<file path="config.mk">
export PLATFORM = sky130hd
export DESIGN_NAME = round_robin_slot_pool_allocator_unit
export DESIGN_NICKNAME = d
export VERILOG_FILES = /design/src/rtl/rrspa_pkg.sv /design/src/rtl/rrspa_front.sv /design/src/rtl/rrspa_back.sv /design/src/rtl/round_robin_slot_pool_allocator_unit.sv
export SDC_FILE = /design/constraint.sdc
export NUM_CORES = 1
export LEC_CHECK = 0
export ABC_AREA = 1
export ABC_CLOCK_PERIOD_IN_PS = 9200
export BUFFER_PORTS_ARGS = -buffer_cell sky130_fd_sc_hd__buf_2
export CORE_MARGIN = 2
export CORE_UTILIZATION = 55
export DETAILED_ROUTE_END_ITERATION = 10
export PLACE_DENSITY = 0.77
export SKIP_LAST_GASP = 1
export SYNTH_ARGS = -nofsm -noshare
export SYNTH_HDL_FRONTEND = slang
export SYNTH_SLANG_ARGS = --single-unit
</file>
<file path="constraint.sdc">
create_clock -name clk_i -period 9.2 [get_ports clk_i]
set_input_delay 0.92 -clock clk_i [delete_from_list [all_inputs] [get_ports clk_i]]
set_output_delay 0.92 -clock clk_i [all_outputs]
set_load 0.05 [all_outputs]
</file>
<file path="src/rtl/rrspa_pkg.sv">
`timescale 1ns / 1ps

package rrspa_pkg;

  localparam int SLOT_COUNT     = 256;
  localparam int SLOT_MAX_BYTES = 256;
  localparam int SLOT_STRIDE    = 256;

  localparam int SCAN_W    = (SLOT_COUNT >= 64) ? 64 : (2 ** $clog2(SLOT_COUNT));
  localparam int WORDS     = (SLOT_COUNT + SCAN_W - 1) / SCAN_W;
  localparam int POOL_W    = WORDS * SCAN_W;
  localparam int OFF_W     = $clog2(SCAN_W);
  localparam int WORD_W    = (WORDS > 1) ? $clog2(WORDS) : 1;
  localparam int IDX_W     = WORD_W + OFF_W;
  localparam int STEP_W    = $clog2(WORDS + 1);
  localparam int STRIDE_SH = $clog2(SLOT_STRIDE);
  localparam int CNT_W     = 64;
  localparam int ADDR_W    = 32;
  localparam int SIZE_W    = 16;
  localparam int GRANT_W   = 8;

  localparam logic [ADDR_W-1:0] POOL_SPAN = ADDR_W'(SLOT_COUNT * SLOT_STRIDE);

  localparam int QUEUE_DEPTH = 2;
  localparam int QPTR_W      = $clog2(QUEUE_DEPTH);
  localparam int QCNT_W      = $clog2(QUEUE_DEPTH + 1);

  localparam int PADDR_W = 2;
  localparam int PDATA_W = 32;

  localparam logic [PADDR_W-1:0] REG_POOL_BASE = '0;

  typedef enum logic [1:0] {
    OP_ACQUIRE,
    OP_OVERSIZE,
    OP_RELEASE,
    OP_REJECT
  } op_e;

  typedef enum logic [0:0] {
    ST_IDLE,
    ST_SCAN
  } state_e;

  typedef struct packed {
    logic              command;
    logic [SIZE_W-1:0] request_size;
    logic [ADDR_W-1:0] release_address;
  } in_item_t;

  typedef struct packed {
    logic               grant_ok;
    logic [GRANT_W-1:0] granted_slot;
    logic               release_ok;
    logic [CNT_W-1:0]   hit_total;
    logic [CNT_W-1:0]   miss_total;
    logic [CNT_W-1:0]   too_large_total;
  } out_item_t;

  typedef struct packed {
    op_e              op;
    logic [IDX_W-1:0] slot_idx;
  } job_t;

endpackage

</file>
<file path="src/rtl/rrspa_front.sv">
`timescale 1ns / 1ps

module rrspa_front import rrspa_pkg::*; (
  input  logic              clk_i,
  input  logic              rst_ni,
  input  logic              in_valid_i,
  output logic              in_stall_o,
  input  in_item_t          in_data_i,
  input  logic [ADDR_W-1:0] base_i,
  output logic              job_valid_o,
  output job_t              job_o,
  input  logic              job_pop_i
);

  logic [ADDR_W:0]   diff;
  logic              in_pool;
  job_t              job_new;
  job_t              entry_q [QUEUE_DEPTH];
  logic [QPTR_W-1:0] wr_ptr_q, wr_ptr_d;
  logic [QPTR_W-1:0] rd_ptr_q, rd_ptr_d;
  logic [QCNT_W-1:0] count_q, count_d;
  logic              push;

  always_comb begin
    diff    = {1'b0, in_data_i.release_address} - {1'b0, base_i};
    in_pool = !diff[ADDR_W] && (diff[ADDR_W-1:0] < POOL_SPAN);
    job_new.slot_idx = IDX_W'(diff[ADDR_W-1:0] >> STRIDE_SH);
    if (in_data_i.command) begin
      job_new.op = in_pool ? OP_RELEASE : OP_REJECT;
    end else if (in_data_i.request_size > SIZE_W'(SLOT_MAX_BYTES)) begin
      job_new.op = OP_OVERSIZE;
    end else begin
      job_new.op = OP_ACQUIRE;
    end
  end

  assign in_stall_o  = (count_q == QCNT_W'(QUEUE_DEPTH));
  assign push        = in_valid_i && !in_stall_o;
  assign job_valid_o = (count_q != '0);
  assign job_o       = entry_q[rd_ptr_q];

  always_comb begin
    wr_ptr_d = wr_ptr_q;
    rd_ptr_d = rd_ptr_q;
    count_d  = count_q;
    if (push) begin
      wr_ptr_d = (wr_ptr_q == QPTR_W'(QUEUE_DEPTH - 1)) ? '0 : wr_ptr_q + 1'b1;
    end
    if (job_pop_i) begin
      rd_ptr_d = (rd_ptr_q == QPTR_W'(QUEUE_DEPTH - 1)) ? '0 : rd_ptr_q + 1'b1;
    end
    if (push && !job_pop_i) begin
      count_d = count_q + 1'b1;
    end else if (!push && job_pop_i) begin
      count_d = count_q - 1'b1;
    end
  end

  always_ff @(posedge clk_i or negedge rst_ni) begin
    if (!rst_ni) begin
      wr_ptr_q <= '0;
      rd_ptr_q <= '0;
      count_q  <= '0;
    end else begin
      wr_ptr_q <= wr_ptr_d;
      rd_ptr_q <= rd_ptr_d;
      count_q  <= count_d;
    end
  end

  always_ff @(posedge clk_i) begin
    if (push) begin
      entry_q[wr_ptr_q] <= job_new;
    end
  end

endmodule

</file>
<file path="src/rtl/rrspa_back.sv">
`timescale 1ns / 1ps

module rrspa_back import rrspa_pkg::*; (
  input  logic      clk_i,
  input  logic      rst_ni,
  input  logic      job_valid_i,
  input  job_t      job_i,
  output logic      job_pop_o,
  output logic      out_valid_o,
  input  logic      out_stall_i,
  output out_item_t out_data_o
);

  localparam logic [POOL_W-1:0] RESET_BUSY = ~({POOL_W{1'b1}} >> (POOL_W - SLOT_COUNT));

  state_e            state_q, state_d;
  logic [IDX_W-1:0]  ptr_q;
  logic [WORD_W-1:0] word_q;
  logic [STEP_W-1:0] step_q;
  logic [POOL_W-1:0] busy_q;
  logic [CNT_W-1:0]  hit_q, miss_q, big_q;
  logic              out_valid_q;
  out_item_t         out_q;

  logic              out_free;
  logic [SCAN_W-1:0] word_bits;
  logic [SCAN_W-1:0] lo_mask;
  logic [SCAN_W-1:0] mask;
  logic [SCAN_W-1:0] free_bits;
  logic              found;
  logic              last_step;
  logic [OFF_W-1:0]  hit_off;
  logic [IDX_W-1:0]  hit_idx;

  logic              scan_start;
  logic              res_load;
  logic              grant;
  logic              release_slot;
  logic              miss_inc;
  logic              big_inc;
  out_item_t         res;

  assign out_free  = !out_valid_q || !out_stall_i;
  assign word_bits = busy_q[{word_q, OFF_W'(0)} +: SCAN_W];
  assign lo_mask   = {SCAN_W{1'b1}} << ptr_q[OFF_W-1:0];
  assign last_step = (step_q == STEP_W'(WORDS));

  always_comb begin
    if (step_q == '0) begin
      mask = lo_mask;
    end else if (last_step) begin
      mask = ~lo_mask;
    end else begin
      mask = '1;
    end
    free_bits = ~word_bits & mask;
    found     = |free_bits;
  end

  always_comb begin
    hit_off = '0;
    for (int i = SCAN_W - 1; i >= 0; i--) begin
      if (free_bits[i]) begin
        hit_off = OFF_W'(i);
      end
    end
  end

  assign hit_idx = {word_q, hit_off};

  always_comb begin
    state_d = state_q;
    case (state_q)
      ST_IDLE: begin
        if (job_valid_i && out_free && job_i.op == OP_ACQUIRE) begin
          state_d = ST_SCAN;
        end
      end
      ST_SCAN: begin
        if (found || last_step) begin
          state_d = ST_IDLE;
        end
      end
      default: state_d = ST_IDLE;
    endcase
  end

  always_comb begin
    job_pop_o             = 1'b0;
    scan_start            = 1'b0;
    res_load              = 1'b0;
    grant                 = 1'b0;
    release_slot          = 1'b0;
    miss_inc              = 1'b0;
    big_inc               = 1'b0;
    res                   = '0;
    res.hit_total         = hit_q;
    res.miss_total        = miss_q;
    res.too_large_total   = big_q;
    case (state_q)
      ST_IDLE: begin
        if (job_valid_i && out_free) begin
          job_pop_o = 1'b1;
          case (job_i.op)
            OP_ACQUIRE: scan_start = 1'b1;
            OP_OVERSIZE: begin
              res_load            = 1'b1;
              big_inc             = 1'b1;
              res.too_large_total = big_q + 1'b1;
            end
            OP_RELEASE: begin
              res_load       = 1'b1;
              release_slot   = 1'b1;
              res.release_ok = 1'b1;
            end
            default: res_load = 1'b1;
          endcase
        end
      end
      ST_SCAN: begin
        if (found) begin
          res_load         = 1'b1;
          grant            = 1'b1;
          res.grant_ok     = 1'b1;
          res.granted_slot = GRANT_W'(hit_idx);
          res.hit_total    = hit_q + 1'b1;
        end else if (last_step) begin
          res_load       = 1'b1;
          miss_inc       = 1'b1;
          res.miss_total = miss_q + 1'b1;
        end
      end
      default: ;
    endcase
  end

  always_ff @(posedge clk_i or negedge rst_ni) begin
    if (!rst_ni) begin
      state_q     <= ST_IDLE;
      ptr_q       <= '0;
      word_q      <= '0;
      step_q      <= '0;
      busy_q      <= RESET_BUSY;
      hit_q       <= '0;
      miss_q      <= '0;
      big_q       <= '0;
      out_valid_q <= 1'b0;
    end else begin
      state_q <= state_d;
      if (scan_start) begin
        word_q <= ptr_q[IDX_W-1:OFF_W];
        step_q <= '0;
      end else if (state_q == ST_SCAN) begin
        word_q <= (word_q == WORD_W'(WORDS - 1)) ? '0 : word_q + 1'b1;
        step_q <= step_q + 1'b1;
      end
      if (grant) begin
        busy_q[hit_idx] <= 1'b1;
        ptr_q <= (hit_idx == IDX_W'(SLOT_COUNT - 1)) ? '0 : hit_idx + 1'b1;
        hit_q <= hit_q + 1'b1;
      end
      if (release_slot) begin
        busy_q[job_i.slot_idx] <= 1'b0;
      end
      if (miss_inc) begin
        miss_q <= miss_q + 1'b1;
      end
      if (big_inc) begin
        big_q <= big_q + 1'b1;
      end
      if (res_load) begin
        out_valid_q <= 1'b1;
      end else if (!out_stall_i) begin
        out_valid_q <= 1'b0;
      end
    end
  end

  always_ff @(posedge clk_i) begin
    if (res_load) begin
      out_q <= res;
    end
  end

  assign out_valid_o = out_valid_q;
  assign out_data_o  = out_q;

endmodule

</file>
<file path="src/rtl/round_robin_slot_pool_allocator_unit.sv">
`timescale 1ns / 1ps

// Slot pool allocator with a round-robin free-slot search.
// Input channel in_*: one beat is an acquire (command 0, request_size) or a
// release (command 1, release_address). Output channel out_*: exactly one
// result beat per input beat, in order, carrying the grant or release status
// and the hit, miss and too-large counters after that beat.
// APB port: register 0 holds the pool base address; write it only while idle.
// The front classifies each beat (size check, range check, slot index) into a
// two-entry queue; the back owns the busy bitmap, pointer and counters.
// A release or rejected acquire passes through the queue entry and then the
// output register. An acquire scans the bitmap one 64-slot word per cycle
// from the search pointer until it finds a free slot or wraps back to it.
// The back takes one item at a time; the queue keeps accepting beats while
// a scan runs, until both of its entries are full.
// Reset clears every busy flag, the pointer, the counters and the base.
// A stalled result holds in the output register; the back waits for it to
// leave before finishing the next item, and the queue fills up behind it.

module round_robin_slot_pool_allocator_unit import rrspa_pkg::*; (
  input  logic               clk_i,
  input  logic               rst_ni,
  input  logic               in_valid_i,
  output logic               in_stall_o,
  input  in_item_t           in_data_i,
  output logic               out_valid_o,
  input  logic               out_stall_i,
  output out_item_t          out_data_o,
  input  logic               psel,
  input  logic               penable,
  input  logic               pwrite,
  input  logic [PADDR_W-1:0] paddr,
  input  logic [PDATA_W-1:0] pwdata,
  output logic [PDATA_W-1:0] prdata,
  output logic               pready
);

  logic [ADDR_W-1:0] base_q;
  logic              job_valid;
  job_t              job;
  logic              job_pop;
  logic              reg_sel;

  assign pready  = 1'b1;
  assign reg_sel = (paddr == REG_POOL_BASE);
  assign prdata  = reg_sel ? PDATA_W'(base_q) : '0;

  always_ff @(posedge clk_i or negedge rst_ni) begin
    if (!rst_ni) begin
      base_q <= '0;
    end else if (psel && penable && pwrite && pready && reg_sel) begin
      base_q <= ADDR_W'(pwdata);
    end
  end

  rrspa_front u_front (
    .clk_i       (clk_i),
    .rst_ni      (rst_ni),
    .in_valid_i  (in_valid_i),
    .in_stall_o  (in_stall_o),
    .in_data_i   (in_data_i),
    .base_i      (base_q),
    .job_valid_o (job_valid),
    .job_o       (job),
    .job_pop_i   (job_pop)
  );

  rrspa_back u_back (
    .clk_i       (clk_i),
    .rst_ni      (rst_ni),
    .job_valid_i (job_valid),
    .job_i       (job),
    .job_pop_o   (job_pop),
    .out_valid_o (out_valid_o),
    .out_stall_i (out_stall_i),
    .out_data_o  (out_data_o)
  );

`ifndef SYNTH
  assert property (@(posedge clk_i) disable iff (!rst_ni)
    out_valid_o |-> !(out_data_o.grant_ok && out_data_o.release_ok))
    else $error("grant and release reported in one result");

  assert property (@(posedge clk_i) disable iff (!rst_ni)
    out_valid_o && !out_data_o.grant_ok |-> out_data_o.granted_slot == '0)
    else $error("slot index reported without a grant");

  assert property (@(posedge clk_i) disable iff (!rst_ni)
    job_pop |-> job_valid)
    else $error("queue popped while empty");
`endif

endmodule

</file>
==> metrics.md <==
| Metric | Value |
|---|---|
| I/O pins | 327 |
| Switching share of total power | 0.478 |
| Final period util | 0.829 |
| PostCTS Resize Cnt | 0 |
| CP most frequent cell | nand2_1 |
| Final #Nets | roughly 4200 |
| First-pass detailed-route iteration total | 6 |
| Later-pin clock latency in the skew report | 0.64 ns |
| Peak Freq | between 0.1 and 0.15 GHz |
| Final Instance Area | 40700 um2 |
| Root Driver | clkbuf_16 |
| DRT Wirelength | ~100 mm |
| CTS tree | yes |
| Leak Pwr | between 15 and 20 nW |
| Part of the power in registers | 0.329 |
| CP Launch Type | flop |
| CP Capture Type | flop |
| Top cell type's share of synthesized area | 0.351 |
| Post-synthesis cell count | 3713 |
| Hold Crit Class | input pin to async pin |
| Via density | between 5 and 6 |
| NetSw | 0.00656 W |
| Ant. Diodes | 0 |
| Internal power | about 0.007 W |
| Main area contributors after synthesis | dfrtp_1, edfxtp_1, xor2_1 |
| Gpl congestion | 1.05 |
| FF+latch count, synth | 721 |
| Mean Syn Cell Area | about 9.6 um2 |
| Post-synth EDFFs | 222 |
| Final Hold Viols | 0 |
| Pin slew with the least headroom to its limit | ~1.4 ns |
| Die Ht | approximately 260 um |
| Routed len/inst | around 21 um |
| CP max-delay cell | nor2_1 |
| Starting Density | 0.554 |
| Max-cap violations | 0 |
| Synth unique cells | 68 |
| RSZ-0062 raised after global routing | false |
| Top-count cell post-synth | dfrtp_1 |
| Vias in the first global route | 28200 |
| TNS Setup | 0 ns |
| Tot GR Track Use | 0.307 |
| Post-synthesis sequential area ratio | 0.538 |
| Dpl cell area | about 38000 um2 |
| CP Max Fanout | 16 |
| CTS max path bufs | 3 |
| First-pass GRT wire length | 160 mm |
| Num CTS Buffers | 76 |
| CTS clk-pin slew, worst paths | 0.06 ns |
| Final ANT Viol Nets | 0 |
| Final Slew Violations | 0 |
| Final cell count without fillers | just under 5000 |
| Net Count, Synth | ~3800 |
| DRC viols | 0 |
| Status | complete, no violations |
| Critical path buffers and inverters | 3 |
| Input/output buffers | between 300 and 400 |
| Clk pwr share | 0.218 |
| Inst Count DP | ~4800 |
| Chip Width | 258 um |
| Final min period | 7.63 ns |
| H-tree Lvls | 3 |
| Worst Skew | 0.0190 ns |
| Layout cell share with drive strength beyond 1 | 0.162 |
| Crit-path leading delay family | simple AND/OR/NAND/NOR gates |
| CTS hold repair buffers | 0 |
| GRT overflow | 0 |
| Full die area | 66700 um2 |
| Max stage delay on crit path | ~0.87 ns |
| Via count | 28700 |
| Cell Rows | 93 |
| Setup CP Type | flop to flop |
| Final core occ | 0.633 |
| Fraction of registers with async set/reset | 0.692 |
| Post-synth top area cell | dfrtp_1 |
| Layout area overhead | 14.4% |
| Power per Cell Area | approximately 340 nW/um2 |
| Largest net degree at the start of global routing | 179 |
| Combinational power share | 0.452 |
| Setup bufs post-CTS | 0 |
| Placed wire-length estimate | 71.2 mm |
| Hold WS | about 0.34 ns |
| Drt first-iter violations | 3253 |
| Synth Cell Area | 35600 um2 |
| Yosys warning count | 0 |
| Data arrival, critical path | around 8 ns |
| Required @ worst endpoint | 9.74 ns |
| Commonest cells post-synth | dfrtp_1, nor2_1, nand2_1 |
| Initial antenna violation count | 0 |
| Core area | 64200 um2 |
| Max VDD drop | 375 uV |
| Slew margin rel. | 0.0786 |
| Final setup vio count | 0 |
| Total clock sinks | about 720 |
| Top_reg_cell synth | dfrtp_1 |
==> through the flow <==
stage               power (W)  worst slack [ns]
floorplan             0.00886              2.20
global placement       0.0106              1.95
detailed placement     0.0107              1.84
CTS                    0.0137              1.80
global route           0.0143             0.810
finish                 0.0137              1.57
==> layer usage <==
metal  GRT usage  wire length, um  up-vias
met3      0.0678             8980      278
met5           0                0        -
met4       0.116             4160        0
met1       0.407            41700    13900
li1            -                -    13200
met2       0.498            48600     1413
==> final cells by class <==
type / count / area [um2]
fill: 5280 / 23500
sequential: 721 / 19200
multi-input combinational: 2451 / 14400
clock buffer: 110 / 2160
timing repair buffer: 387 / 2140
inverter: 392 / 1480
tap: 855 / 1070
clock inverter: 31 / 268
==> power by group through the flow <==
stage / combinational, W / clock [W] / sequential (W)
2_1_floorplan: 0.00270 / 0 / 0.00616
3_3_place_gp: 0.00605 / 0 / 0.00456
3_5_place_dp: 0.00608 / 0 / 0.00457
4_1_cts: 0.00611 / 0.00304 / 0.00452
5_1_grt: 0.00657 / 0.00316 / 0.00458
6_report: 0.00621 / 0.00300 / 0.00452
==> registers in the layout, indices dropped and copies added, names as in the netlist <==
register / cells
u_back.busy_q: 256
u_back.out_data_o: 202
u_back.big_q: 64
u_back.hit_q: 64
u_back.miss_q: 64
base_q: 32
u_front.entry_q: 20
u_back.ptr_q: 8
u_back.step_q: 3
u_back.word_q: 2
u_front.count_q: 2
u_back.out_valid_o: 1
u_back.state_q: 1
u_front.rd_ptr_q: 1
u_front.wr_ptr_q: 1
==> cell usage in the layout (no fill, tap or decap), types with 7 or more instances in the layout <==
cell	synthesis	layout
clkbuf_8	0	9
inv_1	358	357
nor2_4	14	15
o21ai_1	21	21
nand3_1	132	132
nand2_2	11	11
a31oi_1	9	9
o21ai_0	146	146
nand4_1	40	40
a221oi_1	8	8
a2bb2oi_1	75	75
xnor2_1	101	101
inv_2	31	30
nor2_2	21	39
o211ai_1	8	8
nor4_1	29	25
clkinv_2	1	12
ha_1	45	45
edfxtp_1	222	222
a211oi_1	9	9
dfrtp_1	499	497
clkbuf_1	91	23
nor3_2	5	7
clkbuf_16	0	78
nor3_1	67	65
nor4_4	5	8
clkinv_1	2	9
xor2_1	270	270
o22ai_1	9	9
o221ai_1	18	18
o2111ai_1	7	7
a21oi_1	409	409
buf_4	4	59
buf_2	40	324
nand2_1	418	418
nor2_1	437	418
a22oi_1	53	53
nor4_2	13	14
==> cells by family after synthesis <==
group | synth area share
simple gates | 0.161
compound gates | 0.133
flops | 0.538
buf+inv | 0.0598
xor+xnor | 0.0914
fa+ha+maj | 0.0158
mux | 0.000563
other cells | 0.000105
==> path summary, 6_finish.rpt <==
check,cells past startpoint,to,from,slack [ns]
worst max-delay path,75,u_back.busy_q[53]$_DFF_PN0_,u_back.step_q[0]$_DFFE_PN0P_,1.57
worst min-delay path,1,u_back.big_q[0]$_DFFE_PN0P_,rst_ni,0.34
worst max register to register,75,u_back.busy_q[53]$_DFF_PN0_,u_back.step_q[0]$_DFFE_PN0P_,1.57
worst min register to register,1,u_back.big_q[63]$_DFFE_PN0P_,u_back.big_q[63]$_DFFE_PN0P_,0.49
max in group asynchronous,2,u_back.big_q[60]$_DFFE_PN0P_,rst_ni,7.31
min in group clk_i,1,u_back.big_q[63]$_DFFE_PN0P_,u_back.big_q[63]$_DFFE_PN0P_,0.49
Note: power is estimated with default switching activity, not from simulation.
